==> src/design/gdod_pkg.sv <==
// Shared types, constants and table functions for the Gregorian date offset/difference block.
`default_nettype none

package gdod_pkg;

  localparam int DN_W   = 25;  // signed day number, wide enough for date plus offset
  localparam int R_W    = 22;  // remaining days while splitting a day number
  localparam int YEAR_W = 14;
  localparam int MON_W  = 4;
  localparam int DAY_W  = 5;
  localparam int OFF_W  = 22;
  localparam int DIFF_W = 23;
  localparam int PC_W   = 5;
  localparam int K_W    = 4;
  localparam int Q_W    = 8;   // year / 100
  localparam int S_W    = 15;  // year + 399
  localparam int IN_W   = 72;
  localparam int OUT_W  = 48;

  localparam logic [S_W-1:0]          YEAR_BIAS = 15'd399;
  localparam logic [DN_W-1:0]         YEAR_DAYS = 25'd365;
  localparam logic [DN_W-1:0]         ERA_DAYS  = 25'd146097;
  localparam logic signed [DN_W-1:0]  DN_ONE    = 25'sd1;
  localparam logic signed [DN_W-1:0]  DN_LAST   = 25'sd3652059;  // 31 Dec 9999
  localparam logic signed [DN_W-1:0]  DIFF_HI   = 25'sd4194303;
  localparam logic signed [DN_W-1:0]  DIFF_LO   = -25'sd4194304;
  localparam logic [DIFF_W-1:0]       DIFF_SAT_HI = 23'h3FFFFF;
  localparam logic [DIFF_W-1:0]       DIFF_SAT_LO = 23'h400000;
  localparam logic [MON_W-1:0]        MON_JAN = 4'd1;
  localparam logic [MON_W-1:0]        MON_FEB = 4'd2;
  localparam logic [MON_W-1:0]        MON_DEC = 4'd12;
  localparam logic [YEAR_W-1:0]       YEAR_ONE = 14'd1;

  // Microcode step addresses used as jump targets
  localparam logic [PC_W-1:0] STEP_MON  = 5'd24;
  localparam logic [PC_W-1:0] STEP_DONE = 5'd25;

  typedef enum logic [3:0] {
    OP_QS     = 4'd0,  // q <= (year + 399) / 100
    OP_ACCY   = 4'd1,  // acc <= days before the year
    OP_LEAPIN = 4'd2,  // leap flag of the input year
    OP_ACCM   = 4'd3,  // add month, day; store day number
    OP_RANGE  = 4'd4,  // difference, shifted day number, range check
    OP_CSUB   = 4'd5,  // conditional subtract of a period, add its years
    OP_LEAPY  = 4'd6,  // leap flag of the rebuilt year
    OP_MON    = 4'd7,  // one month of the month walk
    OP_DONE   = 4'd8   // load output word
  } op_t;

  typedef struct packed {
    op_t              op;
    logic             sel;     // 0: first date, 1: second date
    logic [K_W-1:0]   kidx;    // period index for OP_CSUB
    logic [PC_W-1:0]  target;  // jump target
  } ctrl_t;

  typedef struct packed {
    logic branch;  // take the jump of the current step
    logic hold;    // repeat the current step
  } stat_t;

  // Input word, last field in the lowest bits
  typedef struct packed {
    logic [3:0]              pad;
    logic [YEAR_W-1:0]       other_year;
    logic [MON_W-1:0]        other_month;
    logic [DAY_W-1:0]        other_day;
    logic signed [OFF_W-1:0] offset;
    logic [YEAR_W-1:0]       year;
    logic [MON_W-1:0]        month;
    logic [DAY_W-1:0]        day;
  } in_word_t;

  // Output word, last field in the lowest bits
  typedef struct packed {
    logic                    pad;
    logic                    out_of_range;
    logic [DIFF_W-1:0]       day_difference;
    logic [YEAR_W-1:0]       shifted_year;
    logic [MON_W-1:0]        shifted_month;
    logic [DAY_W-1:0]        shifted_day;
  } out_word_t;

  // Floor division by 100 through the reciprocal 5243 / 2^19, exact below 25600 (8-bit quotient)
  function automatic logic [Q_W-1:0] div100(input logic [S_W-1:0] v);
    logic [27:0] p;
    p = 28'(v) * 28'd5243;
    return p[26:19];
  endfunction

  // 4/100/400 rule, given the year and its quotient by 100
  function automatic logic leap_from(input logic [YEAR_W-1:0] y, input logic [Q_W-1:0] q);
    logic [S_W-1:0] back;
    back = S_W'(q) * S_W'(100);
    return (y[1:0] == 2'b00) && ((back != S_W'(y)) || (q[1:0] == 2'b00));
  endfunction

  function automatic logic [MON_W-1:0] clamp_month(input logic [MON_W-1:0] m);
    if (m < MON_JAN) return MON_JAN;
    if (m > MON_DEC) return MON_DEC;
    return m;
  endfunction

  function automatic logic [8:0] before_month(input logic [MON_W-1:0] m);
    case (m)
      4'd2:    return 9'd31;
      4'd3:    return 9'd59;
      4'd4:    return 9'd90;
      4'd5:    return 9'd120;
      4'd6:    return 9'd151;
      4'd7:    return 9'd181;
      4'd8:    return 9'd212;
      4'd9:    return 9'd243;
      4'd10:   return 9'd273;
      4'd11:   return 9'd304;
      4'd12:   return 9'd334;
      default: return 9'd0;
    endcase
  endfunction

  function automatic logic [DAY_W-1:0] month_len(input logic [MON_W-1:0] m, input logic lp);
    case (m)
      4'd2:    return lp ? 5'd29 : 5'd28;
      4'd4:    return 5'd30;
      4'd6:    return 5'd30;
      4'd9:    return 5'd30;
      4'd11:   return 5'd30;
      default: return 5'd31;
    endcase
  endfunction

  // Periods peeled off in turn: 400-year eras in binary multiples, two century
  // steps, 4-year cycles in binary multiples, two plain-year steps
  function automatic logic [R_W-1:0] csub_k(input logic [K_W-1:0] k);
    case (k)
      4'd0:    return 22'd2337552;
      4'd1:    return 22'd1168776;
      4'd2:    return 22'd584388;
      4'd3:    return 22'd292194;
      4'd4:    return 22'd146097;
      4'd5:    return 22'd73048;
      4'd6:    return 22'd36524;
      4'd7:    return 22'd23376;
      4'd8:    return 22'd11688;
      4'd9:    return 22'd5844;
      4'd10:   return 22'd2922;
      4'd11:   return 22'd1461;
      4'd12:   return 22'd730;
      4'd13:   return 22'd365;
      default: return '1;
    endcase
  endfunction

  function automatic logic [YEAR_W-1:0] csub_w(input logic [K_W-1:0] k);
    case (k)
      4'd0:    return 14'd6400;
      4'd1:    return 14'd3200;
      4'd2:    return 14'd1600;
      4'd3:    return 14'd800;
      4'd4:    return 14'd400;
      4'd5:    return 14'd200;
      4'd6:    return 14'd100;
      4'd7:    return 14'd64;
      4'd8:    return 14'd32;
      4'd9:    return 14'd16;
      4'd10:   return 14'd8;
      4'd11:   return 14'd4;
      4'd12:   return 14'd2;
      4'd13:   return 14'd1;
      default: return 14'd0;
    endcase
  endfunction

endpackage

`default_nettype wire

==> src/design/gregorian_date_offset_and_difference.sv <==
// Top level of the Gregorian date offset and day-difference block.
// Each input word runs the microcode from step 0 to the output load; an out-of-range shift
//   jumps from the range check straight to the load; the month walk repeats per whole month.
// Throughput: one word per run of the microcode; the next input is taken once the run ends,
//   and a waiting output word does not block the next input.
// Reset: synchronous active-high rst returns the sequencer to idle and drops m_axis_tvalid.
`default_nettype none

module gregorian_date_offset_and_difference (
  input  wire logic                        clk,
  input  wire logic                        rst,
  // day[4:0], month[8:5], year[22:9], offset[44:23], other_day[49:45],
  // other_month[53:50], other_year[67:54], zero pad[71:68]
  input  wire logic [gdod_pkg::IN_W-1:0]   s_axis_tdata,
  input  wire logic                        s_axis_tvalid,
  output logic                             s_axis_tready,
  // shifted_day[4:0], shifted_month[8:5], shifted_year[22:9],
  // day_difference[45:23], out_of_range[46], zero pad[47]
  output logic [gdod_pkg::OUT_W-1:0]       m_axis_tdata,
  output logic                             m_axis_tvalid,
  input  wire logic                        m_axis_tready
);

  // The work runs as a short microprogram:
  //   steps 0-7   day numbers of both dates (divide-by-100 shared through one multiplier)
  //   step  8     saturated difference, first date plus offset, range check
  //   steps 9-22  peel 400/100/4/1-year periods off the shifted day number
  //   step  23    leap flag of the rebuilt year
  //   step  24    month walk, repeats while a whole month remains
  //   step  25    load the output register, waits there if it is still full

  logic                           in_take;
  logic                           in_ready;
  logic                           run;
  logic [gdod_pkg::PC_W-1:0]      pc;
  gdod_pkg::ctrl_t                cw;
  gdod_pkg::stat_t                stat;
  gdod_pkg::in_word_t             in_word;
  gdod_pkg::out_word_t            out_word;

  assign s_axis_tready = in_ready;
  assign in_take       = s_axis_tvalid && in_ready;
  assign in_word       = gdod_pkg::in_word_t'(s_axis_tdata);
  assign m_axis_tdata  = gdod_pkg::OUT_W'(out_word);

  gdod_ucode u_ucode (
    .pc (pc),
    .cw (cw)
  );

  gdod_seq u_seq (
    .clk      (clk),
    .rst      (rst),
    .in_take  (in_take),
    .cw       (cw),
    .stat     (stat),
    .pc       (pc),
    .run      (run),
    .in_ready (in_ready)
  );

  gdod_dp u_dp (
    .clk       (clk),
    .rst       (rst),
    .in_take   (in_take),
    .in_word   (in_word),
    .run       (run),
    .cw        (cw),
    .stat      (stat),
    .out_ready (m_axis_tready),
    .out_valid (m_axis_tvalid),
    .out_word  (out_word)
  );

endmodule

`default_nettype wire

==> src/design/gdod_ucode.sv <==
// Microcode ROM: one control word per step address.
`default_nettype none

module gdod_ucode (
  input  wire logic [gdod_pkg::PC_W-1:0] pc,
  output gdod_pkg::ctrl_t                cw
);

  function automatic gdod_pkg::ctrl_t mk(input gdod_pkg::op_t op, input logic sel,
                                         input logic [gdod_pkg::K_W-1:0] kidx,
                                         input logic [gdod_pkg::PC_W-1:0] target);
    gdod_pkg::ctrl_t c;
    c.op     = op;
    c.sel    = sel;
    c.kidx   = kidx;
    c.target = target;
    return c;
  endfunction

  always_comb begin
    case (pc)
      // day number of the first date
      5'd0:  cw = mk(gdod_pkg::OP_QS,     1'b0, 4'd0, '0);
      5'd1:  cw = mk(gdod_pkg::OP_ACCY,   1'b0, 4'd0, '0);
      5'd2:  cw = mk(gdod_pkg::OP_LEAPIN, 1'b0, 4'd0, '0);
      5'd3:  cw = mk(gdod_pkg::OP_ACCM,   1'b0, 4'd0, '0);
      // day number of the second date
      5'd4:  cw = mk(gdod_pkg::OP_QS,     1'b1, 4'd0, '0);
      5'd5:  cw = mk(gdod_pkg::OP_ACCY,   1'b1, 4'd0, '0);
      5'd6:  cw = mk(gdod_pkg::OP_LEAPIN, 1'b1, 4'd0, '0);
      5'd7:  cw = mk(gdod_pkg::OP_ACCM,   1'b1, 4'd0, '0);
      // difference and shift; out of range skips to the end
      5'd8:  cw = mk(gdod_pkg::OP_RANGE,  1'b0, 4'd0, gdod_pkg::STEP_DONE);
      // split back into years
      5'd9:  cw = mk(gdod_pkg::OP_CSUB,   1'b0, 4'd0, '0);
      5'd10: cw = mk(gdod_pkg::OP_CSUB,   1'b0, 4'd1, '0);
      5'd11: cw = mk(gdod_pkg::OP_CSUB,   1'b0, 4'd2, '0);
      5'd12: cw = mk(gdod_pkg::OP_CSUB,   1'b0, 4'd3, '0);
      5'd13: cw = mk(gdod_pkg::OP_CSUB,   1'b0, 4'd4, '0);
      5'd14: cw = mk(gdod_pkg::OP_CSUB,   1'b0, 4'd5, '0);
      5'd15: cw = mk(gdod_pkg::OP_CSUB,   1'b0, 4'd6, '0);
      5'd16: cw = mk(gdod_pkg::OP_CSUB,   1'b0, 4'd7, '0);
      5'd17: cw = mk(gdod_pkg::OP_CSUB,   1'b0, 4'd8, '0);
      5'd18: cw = mk(gdod_pkg::OP_CSUB,   1'b0, 4'd9, '0);
      5'd19: cw = mk(gdod_pkg::OP_CSUB,   1'b0, 4'd10, '0);
      5'd20: cw = mk(gdod_pkg::OP_CSUB,   1'b0, 4'd11, '0);
      5'd21: cw = mk(gdod_pkg::OP_CSUB,   1'b0, 4'd12, '0);
      5'd22: cw = mk(gdod_pkg::OP_CSUB,   1'b0, 4'd13, '0);
      5'd23: cw = mk(gdod_pkg::OP_LEAPY,  1'b0, 4'd0, '0);
      // month walk loops on itself while a whole month remains
      5'd24: cw = mk(gdod_pkg::OP_MON,    1'b0, 4'd0, gdod_pkg::STEP_MON);
      5'd25: cw = mk(gdod_pkg::OP_DONE,   1'b0, 4'd0, '0);
      default: cw = mk(gdod_pkg::OP_DONE, 1'b0, 4'd0, '0);
    endcase
  end

endmodule

`default_nettype wire

==> src/design/gdod_seq.sv <==
// Sequencer: step counter, conditional jumps and the idle/run state.
`default_nettype none

module gdod_seq (
  input  wire logic                      clk,
  input  wire logic                      rst,
  input  wire logic                      in_take,
  input  wire gdod_pkg::ctrl_t           cw,
  input  wire gdod_pkg::stat_t           stat,
  output logic [gdod_pkg::PC_W-1:0]      pc,
  output logic                           run,
  output logic                           in_ready
);

  typedef enum logic [1:0] {
    ST_IDLE = 2'b01,
    ST_RUN  = 2'b10
  } seq_state_t;

  seq_state_t state;

  assign run      = (state == ST_RUN);
  assign in_ready = (state == ST_IDLE);

  always_ff @(posedge clk) begin
    if (rst) begin
      state <= ST_IDLE;
      pc    <= '0;
    end else begin
      case (state)
        ST_IDLE: begin
          if (in_take) begin
            state <= ST_RUN;
            pc    <= '0;
          end
        end
        ST_RUN: begin
          if (stat.hold) begin
            pc <= pc;
          end else if (cw.op == gdod_pkg::OP_DONE) begin
            state <= ST_IDLE;
          end else if (stat.branch) begin
            pc <= cw.target;
          end else begin
            pc <= pc + 1'b1;
          end
        end
        default: begin
          state <= ST_IDLE;
        end
      endcase
    end
  end

endmodule

`default_nettype wire

==> src/design/gdod_dp.sv <==
// Datapath: input word, day-number arithmetic, split back to a date, output register.
`default_nettype none

module gdod_dp (
  input  wire logic                 clk,
  input  wire logic                 rst,
  input  wire logic                 in_take,
  input  wire gdod_pkg::in_word_t   in_word,
  input  wire logic                 run,
  input  wire gdod_pkg::ctrl_t      cw,
  output gdod_pkg::stat_t           stat,
  input  wire logic                 out_ready,
  output logic                      out_valid,
  output gdod_pkg::out_word_t       out_word
);

  gdod_pkg::in_word_t                   iw;
  logic [gdod_pkg::Q_W-1:0]             q;
  logic [gdod_pkg::DN_W-1:0]            acc;
  logic                                 leap;
  logic signed [gdod_pkg::DN_W-1:0]     d1;
  logic signed [gdod_pkg::DN_W-1:0]     d2;
  logic [gdod_pkg::DIFF_W-1:0]          diff;
  logic [gdod_pkg::R_W-1:0]             r;
  logic [gdod_pkg::YEAR_W-1:0]          y;
  logic [gdod_pkg::MON_W-1:0]           m;
  logic                                 oor;

  logic [gdod_pkg::YEAR_W-1:0]          yy_sel;
  logic [gdod_pkg::MON_W-1:0]           mm_sel;
  logic [gdod_pkg::DAY_W-1:0]           dd_sel;
  logic [gdod_pkg::S_W-1:0]             s_sel;
  logic [gdod_pkg::S_W-1:0]             div_in;
  logic [gdod_pkg::Q_W-1:0]             q_div;
  logic                                 leap_now;
  logic [gdod_pkg::DN_W-1:0]            acc_y;
  logic signed [gdod_pkg::DN_W-1:0]     acc_m;
  logic signed [gdod_pkg::DN_W-1:0]     n;
  logic signed [gdod_pkg::DN_W-1:0]     n_m1;
  logic signed [gdod_pkg::DN_W-1:0]     dd;
  logic [gdod_pkg::DIFF_W-1:0]          diff_sat;
  logic                                 oor_now;
  logic [gdod_pkg::R_W-1:0]             kval;
  logic                                 ge;
  logic [gdod_pkg::R_W-1:0]             len;
  logic                                 more;
  logic                                 out_full;
  logic                                 adj;
  logic                                 done_go;

  always_comb begin
    yy_sel = cw.sel ? iw.other_year : iw.year;
    mm_sel = gdod_pkg::clamp_month(cw.sel ? iw.other_month : iw.month);
    dd_sel = cw.sel ? iw.other_day : iw.day;
    s_sel  = gdod_pkg::S_W'(yy_sel) + gdod_pkg::YEAR_BIAS;

    // one shared divide-by-100 for the bias year, the input year and the rebuilt year
    case (cw.op)
      gdod_pkg::OP_QS:     div_in = s_sel;
      gdod_pkg::OP_LEAPIN: div_in = gdod_pkg::S_W'(yy_sel);
      default:             div_in = gdod_pkg::S_W'(y);
    endcase
    q_div    = gdod_pkg::div100(div_in);
    leap_now = gdod_pkg::leap_from(div_in[gdod_pkg::YEAR_W-1:0], q_div);

    // s*365 + s/4 - s/100 + s/400
    acc_y = gdod_pkg::DN_W'(s_sel) * gdod_pkg::YEAR_DAYS
          + gdod_pkg::DN_W'(s_sel >> 2)
          - gdod_pkg::DN_W'(q)
          + gdod_pkg::DN_W'(q >> 2);
    adj   = leap && (mm_sel > gdod_pkg::MON_FEB);
    acc_m = acc + gdod_pkg::DN_W'(gdod_pkg::before_month(mm_sel)) + gdod_pkg::DN_W'(adj)
          + gdod_pkg::DN_W'(dd_sel) - gdod_pkg::ERA_DAYS;

    n       = d1 + gdod_pkg::DN_W'(iw.offset);
    n_m1    = n - gdod_pkg::DN_ONE;
    oor_now = (n < gdod_pkg::DN_ONE) || (n > gdod_pkg::DN_LAST);

    dd = d1 - d2;
    if (dd > gdod_pkg::DIFF_HI) begin
      diff_sat = gdod_pkg::DIFF_SAT_HI;
    end else if (dd < gdod_pkg::DIFF_LO) begin
      diff_sat = gdod_pkg::DIFF_SAT_LO;
    end else begin
      diff_sat = dd[gdod_pkg::DIFF_W-1:0];
    end

    kval = gdod_pkg::csub_k(cw.kidx);
    ge   = (r >= kval);

    len  = gdod_pkg::R_W'(gdod_pkg::month_len(m, leap));
    more = (r >= len) && (m != gdod_pkg::MON_DEC);

    out_full    = out_valid && !out_ready;
    stat.branch = run && (((cw.op == gdod_pkg::OP_RANGE) && oor_now) ||
                          ((cw.op == gdod_pkg::OP_MON) && more));
    stat.hold   = run && (cw.op == gdod_pkg::OP_DONE) && out_full;
    done_go     = run && (cw.op == gdod_pkg::OP_DONE) && !out_full;
  end

  always_ff @(posedge clk) begin
    if (in_take) begin
      iw <= in_word;
    end
    if (run) begin
      case (cw.op)
        gdod_pkg::OP_QS:     q    <= q_div;
        gdod_pkg::OP_ACCY:   acc  <= acc_y;
        gdod_pkg::OP_LEAPIN: leap <= leap_now;
        gdod_pkg::OP_ACCM: begin
          if (cw.sel) begin
            d2 <= acc_m;
          end else begin
            d1 <= acc_m;
          end
        end
        gdod_pkg::OP_RANGE: begin
          diff <= diff_sat;
          oor  <= oor_now;
          r    <= n_m1[gdod_pkg::R_W-1:0];
          y    <= gdod_pkg::YEAR_ONE;
          m    <= gdod_pkg::MON_JAN;
        end
        gdod_pkg::OP_CSUB: begin
          if (ge) begin
            r <= r - kval;
            y <= y + gdod_pkg::csub_w(cw.kidx);
          end
        end
        gdod_pkg::OP_LEAPY: leap <= leap_now;
        gdod_pkg::OP_MON: begin
          if (more) begin
            r <= r - len;
            m <= m + 1'b1;
          end
        end
        gdod_pkg::OP_DONE: begin
          if (!out_full) begin
            out_word.pad            <= 1'b0;
            out_word.out_of_range   <= oor;
            out_word.day_difference <= diff;
            out_word.shifted_day    <= oor ? '0 : r[gdod_pkg::DAY_W-1:0] + 1'b1;
            out_word.shifted_month  <= oor ? '0 : m;
            out_word.shifted_year   <= oor ? '0 : y;
          end
        end
        default: ;
      endcase
    end
  end

  always_ff @(posedge clk) begin
    if (rst) begin
      out_valid <= 1'b0;
    end else if (done_go) begin
      out_valid <= 1'b1;
    end else if (out_ready) begin
      out_valid <= 1'b0;
    end
  end

endmodule

`default_nettype wire

==> config.mk <==
export PLATFORM = sky130hd
export DESIGN_NAME = gregorian_date_offset_and_difference
export DESIGN_NICKNAME = d
export VERILOG_FILES = /design/src/design/gdod_pkg.sv /design/src/design/gregorian_date_offset_and_difference.sv /design/src/design/gdod_ucode.sv /design/src/design/gdod_seq.sv /design/src/design/gdod_dp.sv
export SDC_FILE = /design/constraint.sdc
export NUM_CORES = 1
export LEC_CHECK = 0
export BUFFER_PORTS_ARGS = -buffer_cell sky130_fd_sc_hd__buf_2
export CAP_MARGIN = 15
export CORE_ASPECT_RATIO = 1.4
export CORE_MARGIN = 8
export CORE_UTILIZATION = 30
export CTS_CLUSTER_DIAMETER = 30
export DETAILED_ROUTE_END_ITERATION = 10
export GPL_TIMING_DRIVEN = 0
export HOLD_SLACK_MARGIN = 0.1
export PLACE_DENSITY = 0.5
export SYNTH_ARGS = -nofsm -noshare
export SYNTH_HDL_FRONTEND = slang
export SYNTH_SLANG_ARGS = --single-unit
==> constraint.sdc <==
create_clock -name clk -period 14.9 [get_ports clk]
set_input_delay 0.745 -clock clk [delete_from_list [all_inputs] [get_ports clk]]
set_output_delay 0.745 -clock clk [all_outputs]
set_load 0.01 [all_outputs]
# After elaboration in Yosys (flattened, before gate mapping)
# Memories as Yosys holds them, arrays and structs flattened. A register that Yosys moved wholly into a read port is not among the register bits.
# Index checks and enable logic that the tools add are counted.
[word_totals]
n_memories = 4
output_inout_bits = 50
regBits = 271
mem_bits_ro = 1088
[classes]
n_addsub = 17
eq_ne = 23
n_mux = 37
magnitude_cmp = 9
n_bitwise = 2
multipliers = 3
n_reduce_logical = 38
[memory_table]
columns = ["memory", "words", "width", "rd", "rd_clocked_by_memory_dff", "write_ports", "line", "text"]
rows = [
  ["(no name shown)", 32, 12, 1, 1, 0, "gdod_ucode.sv:21", "case (pc)"],
  ["(no name shown)", 16, 22, 1, 0, 0, "gdod_pkg.sv:135", "case (k)"],
  ["(no name shown)", 16, 13, 1, 0, 0, "gdod_pkg.sv:155", "case (k)"],
  ["(no name shown)", 16, 9, 1, 0, 0, "gdod_pkg.sv:105", "case (m)"],
]
[ops]
columns = ["cell", "count"]
rows = [
  ["$mux W14", 5],
  ["$pmux W22 S3", 1],
  ["$gt A25 B23 Y1 const B", 2],
  ["$mux W22", 2],
  ["$mux W5", 7],
  ["$pmux W15 S2", 1],
  ["$pmux W14 S2", 1],
  ["$mul A15 B13 Y27 const B", 1],
  ["$add A24 B13 Y25", 1],
  ["$add A25 B1 Y25", 1],
  ["$add A25 B22 Y25", 1],
  ["$add A25 B5 Y25", 1],
  ["$add A25 B6 Y25", 1],
  ["$add A25 B9 Y25", 1],
  ["$lt A25 B2 Y1 const B", 1],
  ["$lt A25 B23 Y1 const B", 1],
  ["$sub A25 B18 Y25 const B", 1],
  ["$sub A25 B25 Y25", 1],
  ["$sub A25 B8 Y25", 1],
  ["$eq A4 B3 Y1 const B", 6],
  ["$mul A15 B9 Y24 const B", 1],
  ["$mux W4", 6],
  ["$mux W23", 1],
  ["$ge A22 B22 Y1", 1],
  ["39 further kinds", 83],
]

# Depth between registers and ports, before layout
[logic_depth]
word_depth = 14
depth_mapped = 51

# Modules after synthesis
# Synthesis repeated with hierarchy kept, for this count alone.
[unflattened]
hier_cells = 2569
area_unflattened_um2 = 26036.2
[by_module_without_submodules]
columns = ["module", "instances", "area_each_um2", "cells_each"]
rows = [
  ["gdod_dp", 1, 25258.0, 2467],
  ["gdod_seq", 1, 459.2, 55],
  ["gdod_ucode", 1, 312.8, 46],
  ["gregorian_date_offset_and_difference", 1, 6.3, 1],
]

# Least setup slack after synthesis
# Ideal clock, no wire load.
[synth_path]
kind = "reg2reg"
start = "reg u_ucode.cw[9] (netlist name)"
end = "reg u_dp.leap, data pin"
period_less_slack_ns = 12.077
path_slack_ns = 2.823
path_stages_with_launch = 50
path_buffers = 3
arrival_ns = 11.800
setup_time_ns = 0.277
cell_sequence = "dfxtp_1 > buf_4 > buf_1 > clkbuf_1 > mux2_2 > inv_1 > ha_1 > o21a_1 > or4_1 > and2_1 > nand2_1 > nand2_1 > nor3_1 > xor2_1 > a221o_1 > o21ai_0 > inv_1 > ha_1 > [14 not listed] > nor2_1 > xnor2_1 > ha_1 > ha_1 > fa_1 > ha_1 > nor2b_1 > o21ai_0 > nand2_1 > a21o_1 > a21o_1 > a21o_1 > a21oi_1 > xnor2_1 > nor4_1 > nand3_1 > a2111oi_0 > a41oi_1"
[synth_via]
elab_chain_len = 8
elab_cells_between_ends = 10
[synth_lines]
columns = ["item", "line", "text"]
rows = [
  ["$mux W14 (*)", "gdod_dp.sv:52", "yy_sel = cw.sel ? iw.other_year : iw.year;"],
  ["$add A14 B9 Y15", "gdod_dp.sv:55", "s_sel = gdod_pkg::S_W'(yy_sel) + gdod_pkg::YEAR_BIAS;"],
  ["$pmux W15 S2 (*)", "gdod_dp.sv:58", "case (cw.op)"],
  ["$mul A15 B13 Y27 (*)", "gdod_pkg.sv:87", "p = 28'(v) * 28'd5243;"],
  ["via u_dp.q_div (one bit)", "gdod_dp.sv:34", "logic [gdod_pkg::Q_W-1:0] q_div;"],
  ["$mul A8 B5 Y13 (*)", "gdod_pkg.sv:94", "back = S_W'(q) * S_W'(100);"],
  ["$ne A15 B14 Y1 (*)", "gdod_pkg.sv:95", "return (y[1:0] == 2'b00) && ((back != S_W'(y)) || (q[1:0] == 2'b00));"],
  ["$logic_or A1 B1 Y1 (*)", "gdod_pkg.sv:95", ""],
  ["$logic_and A1 B1 Y1 (*)", "gdod_pkg.sv:95", ""],
  ["via u_dp.leap_now", "gdod_dp.sv:35", "logic leap_now;"],
  ["end signal, assigned", "gdod_dp.sv:109", "gdod_pkg::OP_LEAPIN: leap <= leap_now;"],
  ["end signal, assigned", "gdod_dp.sv:130", "gdod_pkg::OP_LEAPY: leap <= leap_now;"],
  ["end, declared", "gdod_dp.sv:20", "logic leap;"],
]
# Mark *: on every way through the listed nets, which the timed path passes. The rest lies on a longest branch.
# A chain may end at the register's enable or synchronous reset.

# Final worst setup path
[layout_path]
start = "reg u_ucode.cw[9] (netlist name)"
end = "reg u_dp.leap, data pin"
[layout_via]
elab_chain_len = 8
elab_cells_between_ends = 10
[layout_lines]
columns = ["item", "line"]
rows = [
  ["$mux W14 (*)", "gdod_dp.sv:52"],
  ["$add A14 B9 Y15", "gdod_dp.sv:55"],
  ["$pmux W15 S2 (*)", "gdod_dp.sv:58"],
  ["$mul A15 B13 Y27 (*)", "gdod_pkg.sv:87"],
  ["via u_dp.q_div (one bit)", "gdod_dp.sv:34"],
  ["$mul A8 B5 Y13 (*)", "gdod_pkg.sv:94"],
  ["$ne A15 B14 Y1 (*)", "gdod_pkg.sv:95"],
  ["$logic_or A1 B1 Y1 (*)", "gdod_pkg.sv:95"],
  ["$logic_and A1 B1 Y1 (*)", "gdod_pkg.sv:95"],
  ["via u_dp.leap_now", "gdod_dp.sv:35"],
]
# Marks and branches as above.

==> results by group <==
Status
  • Run status: complete, no violations

Critical path
  • Critical Path RT: 15.20 ns
  • Crit path DAT: 14.38 ns
  • Crit path kind: flip-flop to flip-flop
  • Crit-path most repeated cell: ha_1
  • Nature of the critical path startpoint: flip-flop
  • Slowest CP cell: o31ai_1
  • CP Max Fanout: 19
  • Max incr delay on CP: 0.66 ns
  • FF-to-FF path depth: 49
  • Worst Setup End Kind: flip-flop

STA
  • RSZ-0062 raised after global routing: no
  • Final setup viols: 0
  • Fin. max-slew vios: 0
  • Worst Tran Pin Value: 1.19 ns
  • Fin crit period: 14.08 ns
  • Final Hold Viols: 0
  • Fmax: 0.0710 GHz
  • Slew HR: 20.3%
  • Final Skew: 0.0343 ns
  • Final Worst Setup Slack: 0.825 ns
  • Hold slack final: 0.294 ns
  • Fin crit share: 94.5%

Clock tree
  • TritonCTS clock tree: built
  • Max clock buf depth: 3
  • Worst-Skew Late Latency: 0.62 ns
  • # hold bufs at CTS: 0
  • CTS buffer count: 60
  • Clock Tree Root: clkbuf_16
  • Clock-pin transition on the worst setup and hold timing paths: 0.05 ns
  • CTS sink cnt: 282
  • Htree depth: 2

Synthesis
  • Syn Area/Cell: 10.1 µm²
  • Synth area leader: edfxtp_1
  • Most frequent cells after synthesis: inv_1 (408), ha_1 (369), edfxtp_1 (263)
  • Synthesized flop and latch total: 282
  • Most used DFF post-synth: edfxtp_1
  • Mapped Nets: 3190
  • Cell count after synthesis: 2583
  • Synthesized area: 0.0261 mm²
  • Post-synth top area share: 30.3%
  • Synth area leaders: edfxtp_1 (30%), ha_1 (18%), fa_1 (12%), inv_1 (5.9%), xnor2_1 (4.1%)
  • Number of flops mapped to enable cells by yosys: 263
  • Async SR Flop Fraction: 0%
  • Sequential area share after synthesis: 31.7%
  • Most frequent cell after synthesis: inv_1
  • YS warnings: 0
  • Unique cell type count in the Yosys netlist: 87

Layout
  • Final Non-Filler Cells: 3999
  • Diodes inserted: 0
  • FILL cells: 8879
  • Multi-input gate area: 0.0161 mm²
  • FF/Latch Area: 0.00828 mm²
  • Share of cells above drive strength 1: 11.1%
  • Area Overhead vs Synth: 16.7%
  • Final net count: 3385

Pwr
  • Peak VDD IR: 0.468 mV
  • PwrDens: 256 mW/mm²
  • Leakage power: 0.0134 µW

Drt
  • ANT nets after route: 0
  • Vias per std cell: 4.73
  • Routed via count: 18900
  • DR WL/cell: 17.1 µm
  • Iter 0 DRT Violations: 969
  • Routed wire length: 68500 µm
  • DRC violations left: 0
  • Drt first pass iters: 5

Global route
  • GR peak layer: met2
  • Largest net degree at the start of global routing: 45
  • Met2 usage: 25.8%
  • Initial antenna violation count: 0
  • M3 GR Usage: 1.88%
  • Remaining Overflow, GRT: 0
  • Vias in the first global route: 19400
  • First-pass GRT wire length: 107000 µm
  • GR Util All Layers: 14.0%
  • Met1 usage: 16.8%

Placed design
  • DP Worst Slack: -0.894 ns
  • PortBufs: 120
  • Post-detail-place hpwl: 56500 µm
  • Placed Instances: 3885
  • Global placement routability congestion: 0.857

Die
  • DIE HEIGHT: 365 µm
  • Starting Density: 30.1%
  • Std cell rows: 128
  • I/O pins: 126
  • Core Footprint: 0.0866 mm²
  • Die area: 0.0967 mm²
  • Die Wd: 265 µm

Worst hold path
  • Hold Path Class: input port to flip-flop
  • Hold Crit Depth: 1

Job
  • Max-cap viol count: 0
-- worst paths after layout --
| path | from | to | slack, ns |
|---|---|---|---|
| max reg2reg | u_ucode.cw[9] | u_dp.leap | 0.82 |
| max | u_ucode.cw[9] | u_dp.leap | 0.82 |
| min reg2reg | u_dp.diff[18] | u_dp.out_word[41] | 0.41 |
| min | s_axis_tdata[13] | u_dp.iw[13] | 0.29 |
-- per-layer routing --
| metal | vias up | part of all wire [%] |
|---|---|---|
| met5 | - | 0 |
| met3 | 85 | 3.8 |
| li1 | 9392 | - |
| met4 | 0 | 2.8 |
| met2 | 358 | 51 |
| met1 | 9079 | 43 |
-- metrics by stage --
stage	power (µW)	cell area, µm²	setup TNS [ns]	util [%]
3_5_place_dp	6490	28300	-0.894	32.7
2_1_floorplan	5400	26100	0	-
6_report	7780	30400	0	35.1
3_3_place_gp	6450	28100	-1.01	32.5
4_1_cts	7900	30400	0	35.1
5_1_grt	8650	30400	0	35.1
-- kinds of logic after synthesis --
family	share of synthesized area (%)
other	0.0144
adders and majority gates	30.1
muxes	1.14
buffers and inverters	6.70
xor gates and xnor gates	6.35
and+or+nand+nor	10.7
DFF	31.7
AOI/OAI and AO/OA	13.2
-- power by group --
group	leakage (µW)	switching [µW]	internal, µW	total (µW)
clock	0.00101	484	862	1350
combinational	0.00978	2880	2510	5390
sequential	0.00259	8.06	1040	1040
-- registers in the layout (all words and copies together), names as in the netlist --
signal	flops
u_dp.iw	68
u_dp.out_word	47
u_dp.acc	25
u_dp.d1	25
u_dp.d2	25
u_dp.diff	23
u_dp.r	22
u_dp.y	14
u_ucode.cw	11
u_dp.q	8
u_seq.pc	5
u_dp.m	4
u_seq.state	2
u_dp.leap	1
u_dp.oor	1
u_dp.out_valid	1
-- cell usage in the layout (no fill, tap or decap), types with 121 or more instances in the layout --
cell type and instances:
nor2_1 147, buf_2 127, nand2_1 132, edfxtp_1 263
xnor2_1 121, fa_1 162, ha_1 369, inv_1 408
a21oi_1 134, o21ai_0 123
-- what timing repair did --
item	4_1_cts	5_1_grt
buffers inserted	0	1
setup endpoints to repair	1	1
gates resized for setup	4	0
pin swaps	0	1
-- worst max-delay path: cells and delay by family, from the launching register on --
kind,cells,cell delay [ns]
muxes,1,0.37
and+or+nand+nor,12,2.38
adders and majority gates,11,4.37
xor gates and xnor gates,3,0.70
DFF,1,0.56
AOI/OAI and AO/OA,15,3.92
buffers and inverters,7,1.45
-- area by class of cell --
type	instances	share of cell area [%]
Tap cell	1170	4.81
Multi-Input combinational cell	1840	52.9
Inverter	411	5.07
Clock buffer	65	5.27
Timing Repair Buffer	134	2.51
Clock inverter	48	1.56
Sequential cell	282	27.2
Buffer	49	0.674
Power figures use the tool's default switching activity.
